`config.mk`:
```
export PLATFORM = sky130hd
export DESIGN_NAME = sacl_way_select
export DESIGN_NICKNAME = d
export VERILOG_FILES = /design/src/hdl/sacl_pkg.sv /design/src/hdl/sacl_way_select.sv
export SDC_FILE = /design/constraint.sdc
export NUM_CORES = 2
export LEC_CHECK = 0
export BUFFER_PORTS_ARGS = -buffer_cell sky130_fd_sc_hd__buf_4
export CAP_MARGIN = 20
export CORE_AREA = 2 2 348 350
export DETAILED_ROUTE_END_ITERATION = 12
export DIE_AREA = 0 0 350 352
export GPL_TIMING_DRIVEN = 0
export SYNTH_ARGS = -nofsm -noshare
export SYNTH_HDL_FRONTEND = slang
export SYNTH_SLANG_ARGS = --single-unit
```
`constraint.sdc`:
```
create_clock -name vclk -period 48.9
set_input_delay 9.78 -clock vclk [all_inputs]
set_output_delay 9.78 -clock vclk [all_outputs]
set_load 0.02 [all_outputs]
```
`src/hdl/sacl_pkg.sv`:
```
`timescale 1ns / 1ps
// ----------------------------------------------------------------------------
// sacl_pkg
// Shared types and constants for the set-associative cache tag store model.
// ----------------------------------------------------------------------------
package sacl_pkg;

  localparam int ADDR_W        = 64;
  localparam int COUNT_W       = 32;
  localparam int OUTCOME_W     = 2;
  localparam int CFG_IDX_W     = 2;
  localparam int CFG_DATA_W    = 6;
  localparam int SET_BITS_W    = 3;
  localparam int OFFSET_BITS_W = 6;
  localparam int WAYS_W        = 4;

  localparam logic [SET_BITS_W-1:0]    SET_BITS_RST    = 3'd4;
  localparam logic [OFFSET_BITS_W-1:0] OFFSET_BITS_RST = 6'd4;
  localparam logic [WAYS_W-1:0]        WAYS_RST        = 4'd1;

  localparam int DEF_MAX_SET_BITS = 6;
  localparam int DEF_MAX_WAYS     = 8;
  localparam int DEF_STAMP_WIDTH  = 32;

  typedef enum logic [1:0] {
    ST_CLEAR,
    ST_IDLE,
    ST_LOOK,
    ST_WRITE
  } state_t;

  typedef enum logic [OUTCOME_W-1:0] {
    OUT_HIT   = 2'd0,
    OUT_FILL  = 2'd1,
    OUT_EVICT = 2'd2
  } outcome_t;

  typedef enum logic [CFG_IDX_W-1:0] {
    REG_SET_BITS    = 2'd0,
    REG_OFFSET_BITS = 2'd1,
    REG_WAYS        = 2'd2
  } cfg_reg_t;

endpackage

```
`src/hdl/sacl_way_select.sv`:
```
`timescale 1ns / 1ps
// ----------------------------------------------------------------------------
// sacl_way_select
// Tag compare, newest stamp and least-recently-used victim search for one set.
// ----------------------------------------------------------------------------
module sacl_way_select #(
  parameter int MAX_WAYS    = sacl_pkg::DEF_MAX_WAYS,
  parameter int STAMP_WIDTH = sacl_pkg::DEF_STAMP_WIDTH,
  localparam int LINE_W     = 1 + sacl_pkg::ADDR_W + STAMP_WIDTH,
  localparam int ROW_W      = MAX_WAYS * LINE_W,
  localparam int WAY_W      = (MAX_WAYS > 1) ? $clog2(MAX_WAYS) : 1
) (
  input  logic [ROW_W-1:0]            row,
  input  logic [sacl_pkg::ADDR_W-1:0] tag,
  input  logic [MAX_WAYS-1:0]         way_en,
  output sacl_pkg::outcome_t          outcome,
  output logic [WAY_W-1:0]            sel_way,
  output logic [STAMP_WIDTH-1:0]      fresh
);

  localparam int LEAVES = 1 << WAY_W;

  logic [LEAVES*LINE_W-1:0] row_pad;
  logic [LEAVES-1:0]        en_pad;
  logic [STAMP_WIDTH-1:0]   mx     [1:2*LEAVES-1];
  logic                     mn_en  [1:2*LEAVES-1];
  logic [STAMP_WIDTH-1:0]   mn_st  [1:2*LEAVES-1];
  logic [WAY_W-1:0]         mn_idx [1:2*LEAVES-1];
  logic                     hit;
  logic [WAY_W-1:0]         hit_way;
  logic                     empty;
  logic [WAY_W-1:0]         empty_way;

  assign row_pad = (LEAVES*LINE_W)'(row);
  assign en_pad  = LEAVES'(way_en);

  // Registered-free trees: maximum stamp, and minimum stamp with ties to the lower way.
  always_comb begin
    for (int i = LEAVES; i < 2 * LEAVES; i++) begin
      mn_en[i]  = en_pad[i-LEAVES];
      mn_st[i]  = row_pad[(i-LEAVES)*LINE_W +: STAMP_WIDTH];
      mn_idx[i] = WAY_W'(i - LEAVES);
      mx[i]     = en_pad[i-LEAVES] ? row_pad[(i-LEAVES)*LINE_W +: STAMP_WIDTH] : '0;
    end
    for (int i = LEAVES - 1; i >= 1; i--) begin
      mx[i] = (mx[2*i] >= mx[2*i+1]) ? mx[2*i] : mx[2*i+1];
      if (mn_en[2*i] && (!mn_en[2*i+1] || mn_st[2*i] <= mn_st[2*i+1])) begin
        mn_en[i]  = mn_en[2*i];
        mn_st[i]  = mn_st[2*i];
        mn_idx[i] = mn_idx[2*i];
      end else begin
        mn_en[i]  = mn_en[2*i+1];
        mn_st[i]  = mn_st[2*i+1];
        mn_idx[i] = mn_idx[2*i+1];
      end
    end
  end

  always_comb begin
    hit       = 1'b0;
    hit_way   = '0;
    empty     = 1'b0;
    empty_way = '0;
    for (int w = MAX_WAYS - 1; w >= 0; w--) begin
      if (way_en[w] && row[w*LINE_W + LINE_W - 1] &&
          row[w*LINE_W + STAMP_WIDTH +: sacl_pkg::ADDR_W] == tag) begin
        hit     = 1'b1;
        hit_way = WAY_W'(w);
      end
      if (way_en[w] && !row[w*LINE_W + LINE_W - 1]) begin
        empty     = 1'b1;
        empty_way = WAY_W'(w);
      end
    end
  end

  always_comb begin
    if (hit) begin
      outcome = sacl_pkg::OUT_HIT;
      sel_way = hit_way;
    end else if (empty) begin
      outcome = sacl_pkg::OUT_FILL;
      sel_way = empty_way;
    end else begin
      outcome = sacl_pkg::OUT_EVICT;
      sel_way = mn_idx[1];
    end
  end

  assign fresh = (mx[1] == '1) ? mx[1] : mx[1] + 1'b1;

endmodule

```
Word level (Yosys, flattened, before mapping)
Cells that the tools add are included.
{"block": "totals", "ff_bits": 0, "in_bits": 848, "output_inout_bits": 37}
{"block": "classes", "addsub": 1, "n_lt_le_gt_ge": 14, "eq_ne": 9, "mux": 71, "n_reduce_logical": 53}
{"op": "2-to-1 mux 32 bit", "count": 22}
{"op": "equality test 64 bit", "count": 8}
{"op": "greater-or-equal comparator 32 bit", "count": 7}
{"op": "less-or-equal comparator 32 bit", "count": 7}
{"op": "2-to-1 mux 3 bit", "count": 21}
{"op": "adder 32 x 1 -> 32 bit (second input constant)", "count": 1}
{"op": "equality test 32 bit (second input constant)", "count": 1}
{"op": "logical AND 1 bit", "count": 31}
{"op": "2-to-1 mux 1 bit", "count": 26}
{"op": "zero test 1 bit", "count": 15}
{"op": "logical OR 1 bit", "count": 7}
{"op": "2-to-1 mux 2 bit", "count": 2}

Longest topological paths before layout
{"block": "logic_depth", "ltp_word": 14, "depth_mapped": 49, "depth_no_buf": 39}

Worst setup path before layout
No wires, ideal clock.
{"block": "synth_path", "path_type": "in2out", "from": "input port way_en[7]", "to": "output port fresh[11]", "arrival_time_ns": 19.966, "path_slack_ns": 19.154, "stages": 48, "n_path_buf": 15, "cell_sequence": "clkbuf_1 clkbuf_1 clkbuf_1 clkbuf_1 nand2_1 ha_1 nand4_1 nor3_1 a221oi_1 and2_1 clkbuf_1 nand2_4 buf_2 clkbuf_1 buf_1 buf_1 nor2_1 a21oi_1 [12 not listed] inv_1 ha_1 and2_1 a221oi_1 o21ai_0 a211oi_1 o21a_1 clkbuf_1 nor2_1 o2bb2ai_1 or2_2 ha_1 buf_2 o31ai_2 a2111oi_4 and2_1 or4_1 xnor2_1"}
{"block": "synth_via", "elab_chain_cells": 9, "elab_cells_between_ends": 10}
{"item": "start, declared", "line": "sacl_way_select.sv:15", "text": "input logic [MAX_WAYS-1:0] way_en,"}
{"item": "2-to-1 mux 32 bit (*)", "line": "sacl_way_select.sv:43", "text": "mx[i] = en_pad[i-LEAVES] ? row_pad[(i-LEAVES)*LINE_W +: STAMP_WIDTH] : '0;"}
{"item": "greater-or-equal comparator 32 bit", "line": "sacl_way_select.sv:46", "text": "mx[i] = (mx[2*i] >= mx[2*i+1]) ? mx[2*i] : mx[2*i+1];"}
{"item": "2-to-1 mux 32 bit (*)", "line": "sacl_way_select.sv:46"}
{"item": "greater-or-equal comparator 32 bit", "line": "sacl_way_select.sv:46"}
{"item": "2-to-1 mux 32 bit (*)", "line": "sacl_way_select.sv:46"}
{"item": "greater-or-equal comparator 32 bit", "line": "sacl_way_select.sv:46"}
{"item": "2-to-1 mux 32 bit (*)", "line": "sacl_way_select.sv:46"}
{"item": "adder 32 x 1 -> 32 bit / equality test 32 bit (equally long branches)", "line": "sacl_way_select.sv:90", "text": "assign fresh = (mx[1] == '1) ? mx[1] : mx[1] + 1'b1;"}
{"item": "2-to-1 mux 32 bit (*)", "line": "sacl_way_select.sv:90"}
{"item": "end, declared", "line": "sacl_way_select.sv:18", "text": "output logic [STAMP_WIDTH-1:0] fresh"}
Every way passes the cells marked *; elsewhere a longest branch is shown, timed or not.

Worst setup path after layout
{"block": "layout_path", "from": "input port way_en[5]", "to": "output port fresh[13]"}
Same word-level chain as after synthesis.

==> results.py <==
metrics = {
    "hold_path": {
        "hold_path.class": "primary input to primary output",
    },
    "grt": {
        "grt.total_usage_pct": 31.2,
        "busiest_layer": "met2",
        "grt_pass1_wl_um": 267000,
        "met2_usage_pct": 49.8,
        "grt_pass1_vias": 32700,
        "use_met3_pct": 8.79,
        "grtUsageMet1_pct": 35.8,
        "grt_max_degree": 11,
        "antenna_found_initial": 63,
        "overflow": 0,
    },
    "cells_and_area": {
        "fin_nets": 5828,
        "num-fill-cells": 13300,
        "synthToLayoutAreaGrowth_pct": 35.1,
        "layout-drive-gt1-share_pct": 21.2,
        "clockBufferCount": 0,
        "multi_input_area_mm2": 0.0234,
        "ff_latch_area_um2": 0,
        "final_util_pct": 28.7,
        "seq_cells": 0,
    },
    "drt": {
        "vias": 33900,
        "drc": 0,
        "via_per_inst": 5.49,
        "wire_per_inst_um": 32.6,
        "drt_pre_antenna_iters": 6,
        "wirelength_um": 201000,
        "first_iter_violations": 3688,
        "ant_nets": 0,
    },
    "synthesis": {
        "synth_area_leaders": "ha_1, xnor2_1, xor2_1, mux2i_1, nand2_1",
        "synth.largest_area_cell": "ha_1",
        "synth_top_area_share_pct": 22.2,
        "yosysSeqAreaShare_pct": 0,
        "yosysMostFrequentCell": "ha_1",
        "netlist_area_mm2": 0.0253,
        "synth_cell_types": 90,
        "synth_nets": 4968,
        "netlist_instances": 3670,
        "synth.yosys.warnings": 0,
        "synth_common_cells": "ha_1, nand2_1, inv_1, o21ai_0, a21oi_1",
        "syn_avg_cell_area_um2": 6.90,
    },
    "setup_path": {
        "arrival_ns": 25.92,
        "cp_common_cell": "clkbuf_1",
        "crit_fanout": 10,
        "cpPeakStageDelay_ns": 0.86,
        "cp_top_family": "buffers and inverters",
        "worst-endpoint-required_ns": 39.12,
        "slowest_stage": "nor4_1",
        "startpoint_type": "primary input",
        "critPathBufInv": 16,
        "cp-end-kind": "primary output",
        "critical_path_class": "primary input to primary output",
    },
    "sta": {
        "fin_setup_tns_ns": 0,
        "hold_viol": 0,
        "worstMarginPinSlew_ns": 1.26,
        "fin_ws_ns": 13.20,
        "finalSetupViolCount": 0,
        "fin_crit_ns": 35.70,
        "slew_viol_final": 0,
        "fin_crit_sh_pct": 73.0,
        "fmax_ghz": 0.0280,
        "slew-limit-headroom_pct": 15.9,
        "fin_hold_ws_ns": 20.29,
        "rsz0062_at_grt": "false",
    },
    "clock_network": {
        "cts_hold_buf": 0,
        "ctsResizeCount": 0,
        "cts_setup_buffers": 0,
    },
    "die": {
        "num_io_pins": 885,
        "start_util_pct": 21.2,
        "core_area_mm2": 0.119,
        "die_area_mm2": 0.123,
        "fp.dieH_um": 352,
        "die_w_um": 350,
        "core.rowCount": 127,
    },
    "flow_run": {
        "maxCapViolCount": 0,
    },
    "placement": {
        "hpwlAfterDp_um": 180000,
        "gp_congestion": 1.06,
        "io_buffers": 818,
        "place_ws_ns": 13.68,
    },
    "outcome": {
        "status": "finished, final reports clean",
    },
}
[metal layers]
metal	part of all wire (%)	vias up
met3	11	511
met5	0.18	-
met1	36	16200
met4	8.5	60
met2	44	2133
li1	-	15000
[stage by stage]
stage | instances | instance area [um2]
after floorplan | 3670 | 25300
after global placement | 6100 | 33500
after detailed placement | 6137 | 34100
after CTS | 6137 | 34100
after global routing | 6161 | 34200
final | 6170 | 34200
[final timing paths]
check                 startpoint          to  slack [ns]  depth (start not counted)
worst max-delay path   way_en[5]   fresh[13]       13.20                         46
worst min-delay path    row[581]  outcome[0]       20.29                          6
[cells in the final DEF, fill, tap and decap left out, types with 45 or more instances in the layout]
cell type	instances
inv_1	310
a21oi_1	217
clkbuf_1	145
nor3_1	50
xor2_1	204
mux2i_1	166
nand3_1	72
buf_4	819
and2_1	114
a21o_1	92
xnor2_1	213
nand2_1	438
o21ai_0	229
o21a_1	45
ha_1	450
nor2_1	138
nor4_1	87
nand4_1	160
nor2b_1	55
[cells by family (layout without fill, tap and decap cells)]
logic type / after synthesis / after routing / share of synthesized area (%)
AOI/OAI and AO/OA: 885 / 885 / 23.3
xor gates and xnor gates: 417 / 417 / 14.4
adders and majority gates: 450 / 450 / 22.2
buffers and inverters: 501 / 1359 / 7.71
muxes: 198 / 198 / 8.04
other: 0 / 30 / 0
and+or+nand+nor: 1219 / 1219 / 24.3
[final cells by class]
cell class                 instances  area share [%]
buffer                           190            2.34
multi-input combinational       3169            68.4
timing repair buffer             858            19.7
inverter                         311            3.41
tap                             1612            5.90
antenna                           30           0.219
