--- src/hdl/sacl_ram.sv ---
`timescale 1ns / 1ps
// ----------------------------------------------------------------------------
// sacl_ram
// Generic single-write, single-read memory with a registered read port.
// ----------------------------------------------------------------------------
module sacl_ram #(
  parameter int WIDTH  = 8,
  parameter int ADDR_W = 4,
  parameter int DEPTH  = 16
) (
  input  logic              clk,
  input  logic              we,
  input  logic [ADDR_W-1:0] waddr,
  input  logic [WIDTH-1:0]  wdata,
  input  logic              re,
  input  logic [ADDR_W-1:0] raddr,
  output logic [WIDTH-1:0]  rdata
);

  logic [WIDTH-1:0] mem [DEPTH];

  always_ff @(posedge clk) begin
    if (we) begin
      mem[waddr] <= wdata;
    end
    if (re) begin
      rdata <= mem[raddr];
    end
  end

endmodule

--- config.mk ---
export PLATFORM = sky130hd
export DESIGN_NAME = sacl_ram
export DESIGN_NICKNAME = d
export VERILOG_FILES = /design/src/hdl/sacl_ram.sv
export SDC_FILE = /design/constraint.sdc
export NUM_CORES = 1
export LEC_CHECK = 0
export ABC_AREA = 1
export BUFFER_PORTS_ARGS = -buffer_cell sky130_fd_sc_hd__buf_2
export CORE_ASPECT_RATIO = 1.1
export CORE_MARGIN = 5
export CORE_UTILIZATION = 61
export DETAILED_ROUTE_END_ITERATION = 8
export PLACE_DENSITY = 0.88
export SYNTH_ARGS = -nofsm -noshare
export SYNTH_HDL_FRONTEND = slang
export SYNTH_SLANG_ARGS = --single-unit
--- constraint.sdc ---
create_clock -name clk -period 1.6 [get_ports clk]
set_input_delay 0.32 -clock clk [delete_from_list [all_inputs] [get_ports clk]]
set_output_delay 0.32 -clock clk [all_outputs]
set_load 0.01 [all_outputs]
# Yosys cells after proc, flatten, opt, wreduce, memory -nomap -nowiden

Memory sizes are Yosys's and may differ from the RTL's. A register that Yosys moved wholly into a read port is not among the register bits.
Cells that the tools add are included.

Multiplexer cells: 2

Operators by type and width:

| kind             | count |
|---|---|
| 1-bit 2-to-1 mux | 2 |

Output and inout bits: 8
Memories: 1
Flip-flop bits (word level): 0
Word-level logic and storage cells: 3
Bits of input ports: 19
Bits in writable memories: 128

Memories:

| name | depth | bits a word | read ports | clocked after Yosys merged registers in | write ports | line | RTL |
|---|---|---|---|---|---|---|---|
| mem  | 16    | 8           | 1          | 1                                       | 1           | 20   | `logic [WIDTH-1:0] mem [DEPTH];` |

# Logic depth before layout (Yosys ltp)

Gate-level depths: netlist (run 1).

Depth in word-level cells: 2
Mapped depth: 8
Gate-level depth less buffers: 7

# Worst setup path before layout (run 1)

Ideal clock, no wire load.

Path kind: input to register
Start point: input waddr[2]
End point: memory mem[10][0] (enable)
Arrival time: 0.901 ns
Setup slack: 0.329 ns
Stages: 2
Data required time: 1.230 ns
Buffers on the path: 0
Setup time: 0.370 ns
Path through: nand3b_1 nor2_1

RTL lines:

| item        | line | RTL |
|---|---|---|
| from (decl) | 13   | `input logic [ADDR_W-1:0] waddr,` |
| to (decl)   | 20   |  |

No word-level cell before the write port.

# Final worst setup path (run 1)

Start point: register rdata[3] (read register of mem)
End point: output rdata[3]

RTL lines:

| item        | line | RTL |
|---|---|---|
| from (decl) | 17   | `output logic [WIDTH-1:0] rdata` |

No word-level cell between the ends.

==> results of run 1 <==
## flip-flops by register name, summed over array words and instances (netlist names)
| register | count |
|---|---|
| mem | 128 |
| rdata | 8 |
## worst min-delay path by stage
stage | end | start | cells after the start
after global placement | rdata[7]$_DFFE_PP_ | re | 1
after detailed placement | rdata[7]$_DFFE_PP_ | re | 1
after floorplan | mem[0][0]$_DFFE_PP_ | wdata[0] | 0
after global routing | rdata[7]$_DFFE_PP_ | re | 1
final | rdata[7]$_DFFE_PP_ | re | 1
after CTS | rdata[7]$_DFFE_PP_ | re | 1
## cell usage in the layout, fill, tap and decap left out, drive strengths merged
| master | count |
|---|---|
| buf | 49 |
| bufinv | 2 |
| clkbuf | 19 |
| clkinv | 8 |
| clkinvlp | 2 |
| edfxtp | 136 |
| inv | 102 |
| nand2 | 173 |
| nand3 | 97 |
| nand3b | 2 |
| nor2 | 17 |
## cell families after synthesis
group | after synthesis | synth area share
buf+inv | 126 | 0.0939
simple gates | 289 | 0.208
flops | 136 | 0.698
## layer usage
layer / part of all wire / vias to the layer above / routed length [um] / global-route usage
li1: - / 1868 / - / -
met1: 0.38 / 1899 / 5090 / 0.315
met2: 0.50 / 236 / 6830 / 0.398
met3: 0.084 / 43 / 1140 / 0.0746
met4: 0.037 / 0 / 502 / 0.112
met5: 0 / - / 0 / 0
## Yosys cell counts
| master | n |
|---|---|
| nand2_1 | 173 |
| edfxtp_1 | 136 |
| inv_1 | 100 |
| nand3_1 | 97 |
| nor2_1 | 17 |
| buf_2 | 13 |
| buf_6 | 6 |
| buf_4 | 4 |
| inv_2 | 2 |
| nand3b_1 | 2 |
| buf_1 | 1 |
## power by group through the flow
stage / clock network [mW] / logic, mW / registers (mW)
after floorplan: 0 / 0.281 / 4.11
after global placement: 0 / 0.474 / 4.11
after detailed placement: 0 / 0.495 / 4.11
after CTS: 3.57 / 0.502 / 4.04
after global routing: 3.73 / 0.556 / 4.04
final: 3.54 / 0.508 / 4.04
## cell type report
type,count,area (um2),area share
clock buffer,19,422,0.0628
clock inverter,12,110,0.0164
inverter,102,383,0.0570
multi-input combinational,289,1210,0.181
sequential,136,4080,0.609
tap,117,146,0.0218
timing repair buffer,49,353,0.0526
## per-stage QoR
step	setup slack (ns)	instance area, um2
2_1_floorplan	0.329	5850
3_3_place_gp	0.0869	6180
3_5_place_dp	0.0648	6180
4_1_cts	0.147	6710
5_1_grt	0.126	6710
6_report	0.167	6710
==> impl_metrics.prom, run 1 <==
# TYPE chip_impl_metric gauge
chip_impl_info{name="status",value="finished, final reports clean"} 1
chip_impl_metric{name="detailed_place_hpwl",unit="um"} 8370
chip_impl_metric{name="finalNonFillerCells",unit=""} 724
chip_impl_metric{name="insertedDiodeCount",unit=""} 0
chip_impl_metric{name="via_count_of_the_routed_design",unit=""} 4046
chip_impl_info{name="netlist.top_cell.by_area",value="edfxtp_1"} 1
chip_impl_metric{name="dieArea",unit="um2"} 11600
chip_impl_info{name="setup.worst_path.start_class",value="register"} 1
chip_impl_metric{name="number_of_antenna_violations_at_the_first_check_in_global_routing",unit=""} 0
chip_impl_metric{name="critical_path_cell_count",unit=""} 1
chip_impl_metric{name="postSynthCellCount",unit=""} 551
chip_impl_metric{name="powerDensity",unit="nW/um2"} 1200
chip_impl_metric{name="grt_first_pass_wirelength",unit="um"} 21300
chip_impl_metric{name="die_y",unit="um"} 113
chip_impl_info{name="timing.critical_path.cells",value="buf_2"} 1
chip_impl_metric{name="power_switching_share",unit=""} 0.216
chip_impl_metric{name="internal_power",unit="mW"} 6.34
chip_impl_info{name="cts_tree",value="built"} 1
chip_impl_info{name="grt_setup_unrepaired",value="false"} 1
chip_impl_metric{name="die_w",unit="um"} 103
chip_impl_metric{name="setup_violations",unit=""} 0
chip_impl_metric{name="drtIter0Drc",unit=""} 439
chip_impl_metric{name="clk-insertion-delay-late",unit="ns"} 0.53
chip_impl_metric{name="power.share.clock",unit=""} 0.438
chip_impl_metric{name="core_region_area",unit="um2"} 9350
chip_impl_metric{name="cts.path.max_buffers",unit=""} 2
chip_impl_metric{name="avgSynthCellArea",unit="um2"} 10.6
chip_impl_metric{name="p_sw",unit="mW"} 1.75
chip_impl_metric{name="grt_pass1_vias",unit=""} 4109
chip_impl_metric{name="cts_hold_repair.buffers",unit=""} 0
chip_impl_metric{name="cts.sink_count",unit=""} 136
chip_impl_info{name="worstSetupEndpoint",value="rdata[3]"} 1
chip_impl_metric{name="post_syn_nets",unit=""} 570
chip_impl_metric{name="path_max_fanout",unit=""} 1
chip_impl_metric{name="worst_tran_pin_value",unit="ns"} 0.586
chip_impl_metric{name="number_of_cells_on_the_worst_reg_to_reg_path",unit=""} 6
chip_impl_metric{name="cts.repair_timing.setup_buffer_count",unit=""} 0
chip_impl_metric{name="core.rowCount",unit=""} 37
chip_impl_metric{name="post_drt_wl_per_cell",unit="um"} 18.7
chip_impl_metric{name="yosys_warnings",unit=""} 0
chip_impl_metric{name="io_buffer_count",unit=""} 26
chip_impl_metric{name="drv_cap",unit=""} 0
chip_impl_metric{name="cp.buffers_inverters",unit=""} 1
chip_impl_metric{name="vdd_drop_max",unit="mV"} 0.886
chip_impl_metric{name="max_clock_freq",unit="MHz"} 698
chip_impl_metric{name="ys_ff_latch",unit=""} 136
chip_impl_metric{name="initial_core_utilization",unit=""} 0.625
chip_impl_metric{name="wirelength_routed",unit="um"} 13600
chip_impl_metric{name="worst_hold_slack",unit="ns"} 0.170
chip_impl_info{name="timing.critical_path.from",value="rdata[3]$_DFFE_PP_"} 1
chip_impl_metric{name="fin_worst_skew",unit="ns"} 0.00817
chip_impl_metric{name="timing.reg2reg.setup_slack",unit="ns"} 0.35
chip_impl_metric{name="gp_congestion",unit=""} 0.861
chip_impl_metric{name="critical_path_required",unit="ns"} 1.28
chip_impl_metric{name="pwr-share-comb",unit=""} 0.063
chip_impl_metric{name="hold_violations",unit=""} 0
chip_impl_metric{name="nets",unit=""} 614
chip_impl_info{name="r2r_start",value="mem[5][0]$_DFFE_PP_"} 1
chip_impl_metric{name="critical-path-max-stage-delay",unit="ns"} 0.41
chip_impl_metric{name="finish.utilization",unit=""} 0.718
chip_impl_metric{name="firstDrtPassIters",unit=""} 5
chip_impl_metric{name="layout-drive-gt1-share",unit=""} 0.125
chip_impl_info{name="timing.setup.critical_path_class",value="reg -> out"} 1
chip_impl_metric{name="overflow",unit=""} 0
chip_impl_metric{name="syn_area",unit="um2"} 5850
chip_impl_metric{name="drv_slew",unit=""} 0
chip_impl_metric{name="ys_types",unit=""} 11
chip_impl_metric{name="globalRouteTotalUtil",unit=""} 0.250
chip_impl_info{name="worst_reg2reg_path_endpoint",value="rdata[0]$_DFFE_PP_"} 1
chip_impl_metric{name="synth-seq-area-share",unit=""} 0.698
chip_impl_metric{name="grt_start_max_net_pins",unit=""} 34
chip_impl_info{name="hold_class",value="in -> reg"} 1
chip_impl_info{name="cts-root-buf",value="clkbuf_8"} 1
chip_impl_metric{name="route.detailed.drc",unit=""} 0
chip_impl_metric{name="dp.cells",unit=""} 693
chip_impl_metric{name="synth_top_area_share",unit=""} 0.698
chip_impl_info{name="worstSetupEndpointType",value="primary output"} 1
chip_impl_info{name="critPathSlowestCell",value="edfxtp_1"} 1
chip_impl_metric{name="seq_power_share",unit=""} 0.500
chip_impl_metric{name="tcrit_tclk_final",unit=""} 0.895
chip_impl_metric{name="power_leakage",unit="nW"} 2.93
chip_impl_metric{name="report.power.total",unit="mW"} 8.09
chip_impl_info{name="critical_path.top_delay_family",value="flip-flops"} 1
chip_impl_info{name="yosys-top-cells-area",value="edfxtp_1 70%, nand2_1 11%, nand3_1 8.3%, inv_1 6.4%, buf_6 1.2%"} 1
chip_impl_metric{name="route.detailed.vias_per_inst",unit=""} 5.59
chip_impl_metric{name="fin_setup_tns",unit="ns"} 0
chip_impl_metric{name="area_growth",unit="%"} 14.8
chip_impl_metric{name="post_cts_resize_count",unit=""} 0
chip_impl_metric{name="antenna_viol_nets_final",unit=""} 0
chip_impl_metric{name="max-slew-margin-rel",unit=""} 0.609
chip_impl_metric{name="worstPathArrival",unit="ns"} 1.11
chip_impl_metric{name="num-fill-cells",unit=""} 633
chip_impl_metric{name="cts_buffers",unit=""} 17
chip_impl_metric{name="htree_num_levels",unit=""} 4
chip_impl_metric{name="finalCriticalPeriod",unit="ns"} 1.43
chip_impl_metric{name="cts.clk_slew.worst_paths",unit="ns"} 0.06
chip_impl_metric{name="boundary_pins",unit=""} 27
No activity file was read; power rests on OpenSTA's default activity.
==> inputs of run 2 (changes only) <==
- MAX_ROUTING_LAYER: default -> met4
==> run 2 against run 1 <==
Effect of this change:
- routed wire length fell by 2.7%
- sequential power about the same
- sequential share of layout area grew 0.20 points
- fmax rose by 0.56%
- highest routed layer unchanged
==> impl_metrics.prom, run 2 (synthesized netlist as in run 1, its figures left out) <==
# TYPE chip_impl_metric gauge
chip_impl_info{name="status",value="finished, final reports clean"} 1
chip_impl_metric{name="drv_cap",unit=""} 0
chip_impl_metric{name="path_max_fanout",unit=""} 1
chip_impl_metric{name="cts.repair_timing.setup_buffer_count",unit=""} 0
chip_impl_metric{name="antenna_viol_nets_final",unit=""} 0
chip_impl_metric{name="cts_hold_repair.buffers",unit=""} 0
chip_impl_metric{name="nets",unit=""} 613
chip_impl_info{name="critPathSlowestCell",value="edfxtp_1"} 1
chip_impl_metric{name="detailed_place_hpwl",unit="um"} 8050
chip_impl_metric{name="finish.utilization",unit=""} 0.715
chip_impl_metric{name="grt_start_max_net_pins",unit=""} 65
chip_impl_metric{name="fin_worst_skew",unit="ns"} 0.00795
chip_impl_metric{name="grt_first_pass_wirelength",unit="um"} 20900
chip_impl_metric{name="dieArea",unit="um2"} 11600
chip_impl_metric{name="io_buffer_count",unit=""} 26
chip_impl_metric{name="overflow",unit=""} 0
chip_impl_metric{name="max_clock_freq",unit="MHz"} 702
chip_impl_metric{name="cts.path.max_buffers",unit=""} 2
chip_impl_metric{name="cts_buffers",unit=""} 17
chip_impl_metric{name="largest_reg_flops",unit=""} 128
chip_impl_metric{name="worst_tran_pin_value",unit="ns"} 0.601
chip_impl_metric{name="worstPathArrival",unit="ns"} 1.10
chip_impl_info{name="timing.setup.critical_path_class",value="reg -> out"} 1
chip_impl_metric{name="die_y",unit="um"} 113
chip_impl_metric{name="gp_congestion",unit=""} 0.870
chip_impl_info{name="most_frequent_standard_cell_in_the_layout_excluding_fill_and_tap_cells",value="nand2_1"} 1
chip_impl_info{name="cts_tree",value="built"} 1
chip_impl_metric{name="clk-insertion-delay-late",unit="ns"} 0.52
chip_impl_metric{name="max-slew-margin-rel",unit=""} 0.599
chip_impl_metric{name="post_drt_wl_per_cell",unit="um"} 18.2
chip_impl_metric{name="initial_core_utilization",unit=""} 0.625
chip_impl_metric{name="globalRouteTotalUtil",unit=""} 0.256
chip_impl_metric{name="setup_violations",unit=""} 0
chip_impl_metric{name="core_region_area",unit="um2"} 9350
chip_impl_info{name="grt_setup_unrepaired",value="false"} 1
chip_impl_info{name="largest-register",value="mem"} 1
chip_impl_metric{name="route.detailed.drc",unit=""} 0
chip_impl_metric{name="post_cts_resize_count",unit=""} 0
chip_impl_metric{name="critical_path_required",unit="ns"} 1.28
chip_impl_metric{name="hold_violations",unit=""} 0
chip_impl_info{name="worstSetupEndpointType",value="primary output"} 1
chip_impl_metric{name="cp.buffers_inverters",unit=""} 1
chip_impl_metric{name="insertedDiodeCount",unit=""} 0
chip_impl_info{name="hold_class",value="in -> reg"} 1
chip_impl_metric{name="firstDrtPassIters",unit=""} 6
chip_impl_metric{name="grt_pass1_vias",unit=""} 4011
chip_impl_metric{name="die_w",unit="um"} 103
chip_impl_info{name="timing.critical_path.cells",value="buf_2"} 1
chip_impl_metric{name="route.detailed.vias_per_inst",unit=""} 5.54
chip_impl_metric{name="vdd_drop_max",unit="mV"} 0.907
chip_impl_metric{name="drtIter0Drc",unit=""} 380
chip_impl_metric{name="finalCriticalPeriod",unit="ns"} 1.42
chip_impl_metric{name="power_leakage",unit="nW"} 2.91
chip_impl_metric{name="cts.sink_count",unit=""} 136
chip_impl_metric{name="powerDensity",unit="nW/um2"} 1190
chip_impl_info{name="biggestRegsByFlops",value="mem: 128 flops, rdata: 8 flops"} 1
chip_impl_metric{name="core.rowCount",unit=""} 37
chip_impl_info{name="most-common-layout-cells",value="173 x nand2_1, 136 x edfxtp_1, 100 x inv_1"} 1
chip_impl_metric{name="layout-drive-gt1-share",unit=""} 0.127
chip_impl_metric{name="cts.clk_slew.worst_paths",unit="ns"} 0.06
chip_impl_metric{name="boundary_pins",unit=""} 27
chip_impl_metric{name="wirelength_routed",unit="um"} 13200
chip_impl_metric{name="drv_slew",unit=""} 0
chip_impl_metric{name="area_growth",unit="%"} 14.4
chip_impl_metric{name="tcrit_tclk_final",unit=""} 0.890
chip_impl_metric{name="via_count_of_the_routed_design",unit=""} 4010
chip_impl_info{name="cts-root-buf",value="clkbuf_8"} 1
chip_impl_metric{name="fin_setup_tns",unit="ns"} 0
chip_impl_metric{name="number_of_antenna_violations_at_the_first_check_in_global_routing",unit=""} 0
chip_impl_metric{name="htree_num_levels",unit=""} 4
chip_impl_info{name="critical_path.top_delay_family",value="flip-flops"} 1
chip_impl_metric{name="critical-path-max-stage-delay",unit="ns"} 0.42
chip_impl_info{name="setup.worst_path.start_class",value="register"} 1
-- run 2: cell types whose count changed in the layout (fill, tap and decap cells not counted), sizes merged --
cell      before  now
buf           49   48
clkinvlp       2    4
bufinv         2    1
-- run 2: final timing paths --
kind | start | slack, ns | depth (start not counted) | endpoint
max | rdata[5]$_DFFE_PP_ | 0.18 | 1 | rdata[5]
min | re | 0.16 | 1 | rdata[7]$_DFFE_PP_
max reg2reg | mem[15][5]$_DFFE_PP_ | 0.37 | 6 | rdata[5]$_DFFE_PP_
min reg2reg | mem[10][6]$_DFFE_PP_ | 0.75 | 6 | rdata[6]$_DFFE_PP_
-- run 2: metal layers --
metal  up-vias  share of wire  GRT usage
met4         0          0.032     0.0976
met2       201           0.52      0.411
met5         -              0          -
li1       1868              -          -
met3        35          0.071     0.0665
met1      1906           0.38      0.307
-- run 2: power by group --
part / switching [mW] / internal [mW] / leakage [nW]
Combinational: 0.350 / 0.147 / 1.42
Sequential: 0.0228 / 4.02 / 1.24
Clock: 1.40 / 2.04 / 0.246
Total: 1.78 / 6.20 / 2.91
-- run 2: cell type report --
class | count | area, um2
timing repair buffer | 48 | 333
clock buffer | 19 | 422
clock inverter | 13 | 108
sequential | 136 | 4080
inverter | 102 | 383
fill | 600 | 2660
multi-input combinational | 289 | 1210
tap | 117 | 146
-- run 2: metrics by stage --
stage               cells  instance area (um2)  hold slack, ns  total power, mW  setup slack, ns
finish                724                 6690           0.160             7.98            0.175
CTS                   724                 6690           0.141             7.99            0.176
detailed placement    692                 6160           0.688             4.60           0.0674
global route          724                 6690           0.129             8.23            0.147
global placement      692                 6160           0.689             4.58           0.0813
floorplan             551                 5850           0.419             4.40            0.329
